===== config.mk =====
export PLATFORM = sky130hd
export DESIGN_NAME = kwm_ctrl
export DESIGN_NICKNAME = d
export VERILOG_FILES = /design/src/design/kwm_pkg.sv /design/src/design/kwm_ctrl.sv
export SDC_FILE = /design/constraint.sdc
export NUM_CORES = 1
export LEC_CHECK = 0
export BUFFER_PORTS_ARGS = -buffer_cell sky130_fd_sc_hd__buf_4
export CAP_MARGIN = 40
export CORE_AREA = 2 2 39 41
export CTS_CLUSTER_SIZE = 8
export DETAILED_ROUTE_END_ITERATION = 10
export DIE_AREA = 0 0 41 43
export PLACE_DENSITY = 0.31
export SYNTH_ARGS = -nofsm -noshare
export SYNTH_HDL_FRONTEND = slang
export SYNTH_SLANG_ARGS = --single-unit

===== constraint.sdc =====
create_clock -name clk -period 0.94 [get_ports clk]
set_clock_uncertainty 0.2 [all_clocks]
set_input_delay 0.094 -clock clk [delete_from_list [all_inputs] [get_ports clk]]
set_output_delay 0.094 -clock clk [all_outputs]
set_load 0.05 [all_outputs]

===== src/design/kwm_pkg.sv =====
package kwm_pkg;

  localparam int LISTS       = 8;
  localparam int LIST_DEPTH  = 64;
  localparam int VALUE_BITS  = 32;
  localparam int ID_BITS     = 3;
  localparam int LIST_W      = $clog2(LISTS);
  localparam int CNT_W       = $clog2(LIST_DEPTH + 1);
  localparam int SLOT_W      = $clog2(LIST_DEPTH);
  localparam int STORE_DEPTH = LISTS * LIST_DEPTH;
  localparam int ADDR_W      = $clog2(STORE_DEPTH);
  localparam int TREE_LV     = LIST_W;
  localparam int TREE_N      = 1 << LIST_W;

  typedef logic signed [VALUE_BITS-1:0] value_t;
  typedef logic [CNT_W-1:0]             cnt_t;
  typedef logic [LIST_W-1:0]            lidx_t;
  typedef logic [ADDR_W-1:0]            addr_t;

  typedef enum logic [1:0] {
    CMD_CLEAR  = 2'd0,
    CMD_APPEND = 2'd1,
    CMD_POP    = 2'd2,
    CMD_NOP    = 2'd3
  } cmd_t;

  typedef enum logic [1:0] {
    ST_OK    = 2'd0,
    ST_FULL  = 2'd1,
    ST_ORDER = 2'd2,
    ST_EMPTY = 2'd3
  } status_t;

  typedef enum logic [1:0] {
    S_IDLE,
    S_PICK,
    S_EXEC,
    S_REFILL
  } state_t;

  typedef struct packed {
    logic capture;
    logic pick;
    logic exec;
    logic refill;
  } dp_ctrl_t;

  typedef struct packed {
    logic refill;
  } dp_sts_t;

  function automatic addr_t slot_addr(lidx_t l, cnt_t s);
    return addr_t'(ADDR_W'(l) * ADDR_W'(LIST_DEPTH)) + addr_t'(s[SLOT_W-1:0]);
  endfunction

endpackage


===== src/design/kwm_ctrl.sv =====
module kwm_ctrl (
  input  logic              clk,
  input  logic              rst,
  input  logic              in_valid,
  output logic              in_ready,
  output logic              out_valid,
  input  logic              out_ready,
  input  kwm_pkg::dp_sts_t  sts,
  output kwm_pkg::dp_ctrl_t ctrl
);

  kwm_pkg::state_t state, state_next;
  logic            out_valid_next;

  always_ff @(posedge clk) begin
    if (rst) begin
      state     <= kwm_pkg::S_IDLE;
      out_valid <= 1'b0;
    end else begin
      state     <= state_next;
      out_valid <= out_valid_next;
    end
  end

  always_comb begin
    state_next     = state;
    out_valid_next = out_valid && !out_ready;
    in_ready       = 1'b0;
    ctrl           = '0;
    case (state)
      kwm_pkg::S_IDLE: begin
        in_ready = 1'b1;
        if (in_valid) begin
          ctrl.capture = 1'b1;
          state_next   = kwm_pkg::S_PICK;
        end
      end
      kwm_pkg::S_PICK: begin
        ctrl.pick  = 1'b1;
        state_next = kwm_pkg::S_EXEC;
      end
      kwm_pkg::S_EXEC: begin
        // result register must be free before the command commits
        if (!out_valid || out_ready) begin
          ctrl.exec      = 1'b1;
          out_valid_next = 1'b1;
          state_next     = sts.refill ? kwm_pkg::S_REFILL : kwm_pkg::S_IDLE;
        end
      end
      kwm_pkg::S_REFILL: begin
        ctrl.refill = 1'b1;
        state_next  = kwm_pkg::S_IDLE;
      end
      default: begin
        state_next = kwm_pkg::S_IDLE;
      end
    endcase
  end

endmodule


==> results of run 1 <==
per-layer routing:
metal | track usage | vias up | wire length, microns
li1 | - | 100 | -
met1 | 0.0673 | 91 | 164
met2 | 0.0938 | 6 | 260
met3 | 0.0314 | 0 | 38
met4 | 0.0600 | 0 | 0
met5 | 0 | - | 0
per-stage QoR:
step | TNS (ns) | cells | cell area (sq um)
after floorplan | -1.03 | 17 | 181
after global placement | -1.10 | 48 | 314
after detailed placement | -1.05 | 48 | 314
after CTS | -2.30 | 53 | 404
after global routing | -2.73 | 55 | 430
final | -2.39 | 55 | 430
worst min-delay path by stage:
stage                     from        end  slack [ns]  depth (start not counted)
after floorplan            rst  out_valid       -0.05                          1
after global placement     rst  out_valid        0.07                          2
after detailed placement   rst  out_valid        0.07                          2
after CTS                  rst  out_valid       -0.18                          2
after global routing       rst  out_valid       -0.18                          2
final                      rst  out_valid       -0.17                          2
flip-flops by register name, indices dropped and copies added, names as in the netlist:
signal	flops
state	2
out_valid	1
cell families after synthesis:
family | Yosys count | share of synthesized area
simple gates | 9 | 0.375
compound gates | 4 | 0.200
flops | 3 | 0.400
buf+inv | 1 | 0.0250
cell usage after synthesis:
cell	n	area [sq um]
inv_1	1	3.75
and2_1	1	6.26
a21oi_2	1	8.76
and2_2	1	7.51
a31oi_1	1	6.26
nor2_1	1	3.75
nor2b_1	2	12.5
and2b_2	1	8.76
o21ba_1	1	10.0
dfxtp_1	3	60.1
nand2b_1	2	12.5
nor3_1	1	5.00
a21oi_1	1	5.00
report_power, final:
part | internal, uW | switching [uW] | total, uW
registers | 134 | 9.84 | 144
clock network | 159 | 59.7 | 218
logic | 114 | 109 | 223
total | 407 | 179 | 585
final cells by class:
class | instances | area, sq um
fill | 155 | 953
tap | 16 | 20.0
clock buffer | 4 | 26.3
sequential | 3 | 67.6
multi-input combinational | 13 | 125
timing repair buffer | 18 | 188
inverter | 1 | 3.75
critical path, delay by kind of cell (launching register included):
family	cells	cell delay, ns
buffers and inverters	1	0.14
flip-flops	1	0.38
AND/OR/NAND/NOR	2	0.29
repair_timing:
item                                   in CTS  in global routing
pin swaps                                   2                  0
buffers inserted                            1                  2
setup endpoints to repair                   9                  9
endpoints found under the hold margin       3                  3
resized for setup                          15                  3
==> results.sh, run 1 <==
export IMPL_cp_arrival_ns=1.04
export IMPL_fmax_ghz=0.751
export IMPL_vias=197
export IMPL_hp_class="in -> reg"
export IMPL_ant_nets=0
export IMPL_criticalPathCategory="reg -> out"
export IMPL_rsz0062_at_grt="yes"
export IMPL_grt_max_degree=5
export IMPL_ir_worst_vdd_mv=0.483
export IMPL_htreeDepth=1
export IMPL_dp_hpwl_microns=364
export IMPL_cp_required_ns=0.65
export IMPL_tightest_slew_ns=0.158
export IMPL_start_util=0.108
export IMPL_p_per_area_mw_per_mm2=1360
export IMPL_synth_distinct_cells=13
export IMPL_reg2reg_from="state[0]"
export IMPL_drt_wl_total_microns=462
export IMPL_cts_made_buffers=3
export IMPL_fin_crit_ns=1.33
export IMPL_syn_area_sq_um=150
export IMPL_path_max_fanout=4
export IMPL_dieArea_sq_mm=0.00176
export IMPL_r2r_setup_slack_ns=-0.23
export IMPL_reg2reg_depth=4
export IMPL_mostFrequentLayoutCells="buf_4 (9), buf_8 (5), buf_6 (4)"
export IMPL_wire_per_inst_microns=8.40
export IMPL_drtPass1Iterations=1
export IMPL_drc=0
export IMPL_endpoint_kind="output port"
export IMPL_gp_congestion=0.611
export IMPL_power_uw=585
export IMPL_crit_path_end="ctrl[1]"
export IMPL_grt_pass1_vias=194
export IMPL_vias_per_cell=3.58
export IMPL_ys_ff_latch=3
export IMPL_detailedPlace_worstSlack_ns=-0.208
export IMPL_p_leak_uw=0.000203
export IMPL_final_util=0.311
export IMPL_fp_dieH_microns=43
export IMPL_grt_pass1_wl_microns=745
export IMPL_critPathSlowestCell="dfxtp_4"
export IMPL_drive_gt1_frac=0.821
export IMPL_path_clk_slew_ns=0.04
export IMPL_ys_seq_area_frac=0.400
export IMPL_fp_coreArea_sq_mm=0.00138
export IMPL_worst_r2r_endpoint="state[1]"
export IMPL_syn_area_per_cell_sq_um=8.83
export IMPL_cap_viol_max_count=0
export IMPL_violations="negative hold slack, negative setup slack"
export IMPL_critical_path_startpoint_type="register"
export IMPL_cts_root_buf="clkbuf_4"
export IMPL_rows=14
export IMPL_port_buffers=10
export IMPL_drtIter0Drc=0
export IMPL_nets=45
export IMPL_path_cells="nand2b_4 -> and2b_4 -> buf_8"
export IMPL_diodes=0
export IMPL_cts_sinks=3
export IMPL_slew_headroom=0.894
export IMPL_holdWs_ns=-0.169
export IMPL_max_stage_delay_ns=0.38
export IMPL_overflow=0
export IMPL_cts_tree="done"
export IMPL_clk_latency_ns=0.23
export IMPL_hold_viol=3
export IMPL_area_growth_pct=187
export IMPL_yosys_warnings=0
export IMPL_finalSetupViolations=9
export IMPL_report_final_slew_viol_count=0
export IMPL_status="finished, violations left"
export IMPL_grt_total_usage=0.0662
export IMPL_die_w_microns=41
export IMPL_layout_cells_most_common="buf_4"
export IMPL_clockBufferDepth=2
export IMPL_syn_inst=17
export IMPL_num_io_pins=11
export IMPL_antenna_found_initial=0
export IMPL_syn_num_nets=22
export IMPL_finalCritPeriodShare=1.42
export IMPL_finalWorstSetupSlack_ns=-0.392
export IMPL_crit_path_start="state[1]"
(Power assumes the default switching activity.)
==> run 2: changes to the inputs <==
--- a/config.mk
+++ b/config.mk
@@ -8,7 +8,7 @@
 export BUFFER_PORTS_ARGS = -buffer_cell sky130_fd_sc_hd__buf_4
 export CAP_MARGIN = 40
 export CORE_AREA = 2 2 39 41
-export CTS_CLUSTER_SIZE = 8
+export CTS_BUF_LIST = sky130_fd_sc_hd__clkbuf_2 sky130_fd_sc_hd__clkbuf_4 sky130_fd_sc_hd__clkbuf_8
 export DETAILED_ROUTE_END_ITERATION = 10
 export DIE_AREA = 0 0 41 43
 export PLACE_DENSITY = 0.31
==> run 2 against run 1 <==
  * Largest power group is now clock
  * Via count unchanged
  * Highest routed layer unchanged
  * Critical path depth unchanged
  * Cell count unchanged
  * Total power up 5.1%
  * The flow still finishes with violations (negative hold slack, negative setup slack)
  * Cell area up 0.87%
  * Count of clock-buffer cells in the layout unchanged
  * Largest cell class unchanged
==> results.sh, run 2 (synthesized netlist as in run 1, its figures left out) <==
export IMPL_fin_crit_ns=1.33
export IMPL_criticalPathCategory="reg -> out"
export IMPL_hold_viol=3
export IMPL_fp_coreArea_sq_mm=0.00138
export IMPL_detailedPlace_worstSlack_ns=-0.208
export IMPL_ant_nets=0
export IMPL_vias=197
export IMPL_p_leak_uw=0.000207
export IMPL_mostFrequentLayoutCells="buf_4 (9), buf_8 (5), clkbuf_4 (4), buf_6 (4)"
export IMPL_finalWorstSetupSlack_ns=-0.393
export IMPL_path_clk_slew_ns=0.04
export IMPL_dieArea_sq_mm=0.00176
export IMPL_wire_per_inst_microns=8.45
export IMPL_clockBufferDepth=2
export IMPL_area_growth_pct=189
export IMPL_cts_tree="done"
export IMPL_layout_cells_most_common="buf_4"
export IMPL_tightest_slew_ns=0.158
export IMPL_finalCritPeriodShare=1.42
export IMPL_htreeDepth=1
export IMPL_start_util=0.108
export IMPL_critical_path_startpoint_type="register"
export IMPL_diodes=0
export IMPL_fmax_ghz=0.750
export IMPL_grt_pass1_vias=194
export IMPL_vias_per_cell=3.58
export IMPL_hp_class="in -> reg"
export IMPL_holdWs_ns=-0.170
export IMPL_drc=0
export IMPL_cp_required_ns=0.65
export IMPL_status="finished, violations left"
export IMPL_dp_cells=48
export IMPL_p_comb_frac=0.362
export IMPL_grt_pass1_wl_microns=752
export IMPL_final_cell_count_no_fill=55
export IMPL_dp_hpwl_microns=364
export IMPL_power_switching_uw=180
export IMPL_cp_arrival_ns=1.04
export IMPL_clk_latency_ns=0.23
export IMPL_rows=14
export IMPL_finalSetupViolations=9
export IMPL_drtPass1Iterations=1
export IMPL_report_final_slew_viol_count=0
export IMPL_overflow=0
export IMPL_drtIter0Drc=0
export IMPL_die_w_microns=41
export IMPL_violations="negative hold slack, negative setup slack"
export IMPL_grt_max_degree=5
export IMPL_slew_headroom=0.894
export IMPL_port_buffers=10
export IMPL_setup_tns_ns=-2.39
export IMPL_internal_power_uw=436
export IMPL_antenna_found_initial=0
export IMPL_cts_made_buffers=3
export IMPL_largest_reg_flops=2
export IMPL_gp_congestion=0.611
export IMPL_ir_worst_vdd_mv=0.487
export IMPL_rsz0062_at_grt="yes"
export IMPL_endpoint_kind="output port"
export IMPL_seq_power_share=0.234
export IMPL_power_uw=615
export IMPL_grt_total_usage=0.0692
export IMPL_drt_wl_total_microns=465
export IMPL_fp_dieH_microns=43
export IMPL_drive_gt1_frac=0.846
export IMPL_cts_root_buf="clkbuf_4"
export IMPL_sw_frac_of_total=0.292
export IMPL_nets=45
export IMPL_clkPwrFrac=0.403
export IMPL_p_per_area_mw_per_mm2=1420
export IMPL_regMostFlops="state"
export IMPL_cts_sinks=3
export IMPL_path_max_fanout=4
export IMPL_reg_top3="state x2, out_valid x1"
export IMPL_num_io_pins=11
export IMPL_cap_viol_max_count=0
## run 2: layout make-up
cell class	instances	area, sq um
clock buffers	4	30.0
multi-input cells	13	125
repair buffers	18	188
well taps	16	20.0
fillers	153	950
inverters	1	3.75
flip-flops and latches	3	67.6
## run 2: stage by stage
| step | utilization | hold WS (ns) | instance area [sq um] |
|---|---|---|---|
| floorplan | - | -0.0466 | 181 |
| global placement | 0.227 | 0.0688 | 314 |
| detailed placement | 0.227 | 0.0703 | 314 |
| CTS | 0.295 | -0.179 | 408 |
| global route | 0.314 | -0.180 | 434 |
| finish | 0.314 | -0.170 | 434 |
## run 2: power by group through the flow
stage / combinational, uW / sequential, uW / clock (uW)
3_3_place_gp: 179 / 145 / 0
4_1_cts: 212 / 144 / 262
5_1_grt: 234 / 146 / 278
2_1_floorplan: 102 / 157 / 0
6_report: 223 / 144 / 248
3_5_place_dp: 180 / 145 / 0
## run 2: routing by layer
metal / global-route usage / share of wire / vias up / wire [microns]
li1: - / - / 100 / -
met3: 0.0314 / 0.082 / 0 / 38
met4: 0.0800 / 0 / 0 / 0
met1: 0.0673 / 0.35 / 91 / 164
met5: 0 / 0 / - / 0
met2: 0.0938 / 0.56 / 6 / 262
## run 2: what timing repair did
action,4_1_cts,5_1_grt
pin swaps,2,0
setup buffers,1,2
setup endpoints to repair,9,9
gates resized for setup,15,3
endpoints found under the hold margin,3,3
## run 2: final timing paths
check	to	slack, ns	startpoint	depth (start not counted)
min reg2reg	state[0]	0.36	state[0]	2
max	ctrl[1]	-0.39	state[1]	3
min	out_valid	-0.17	rst	2
max reg2reg	state[1]	-0.23	state[0]	4
## run 2: worst max-delay path, cell delays in order (launching register included)
cell	delay (ns)
dfxtp_4	0.38
nand2b_4	0.05
and2b_4	0.24
buf_8	0.14
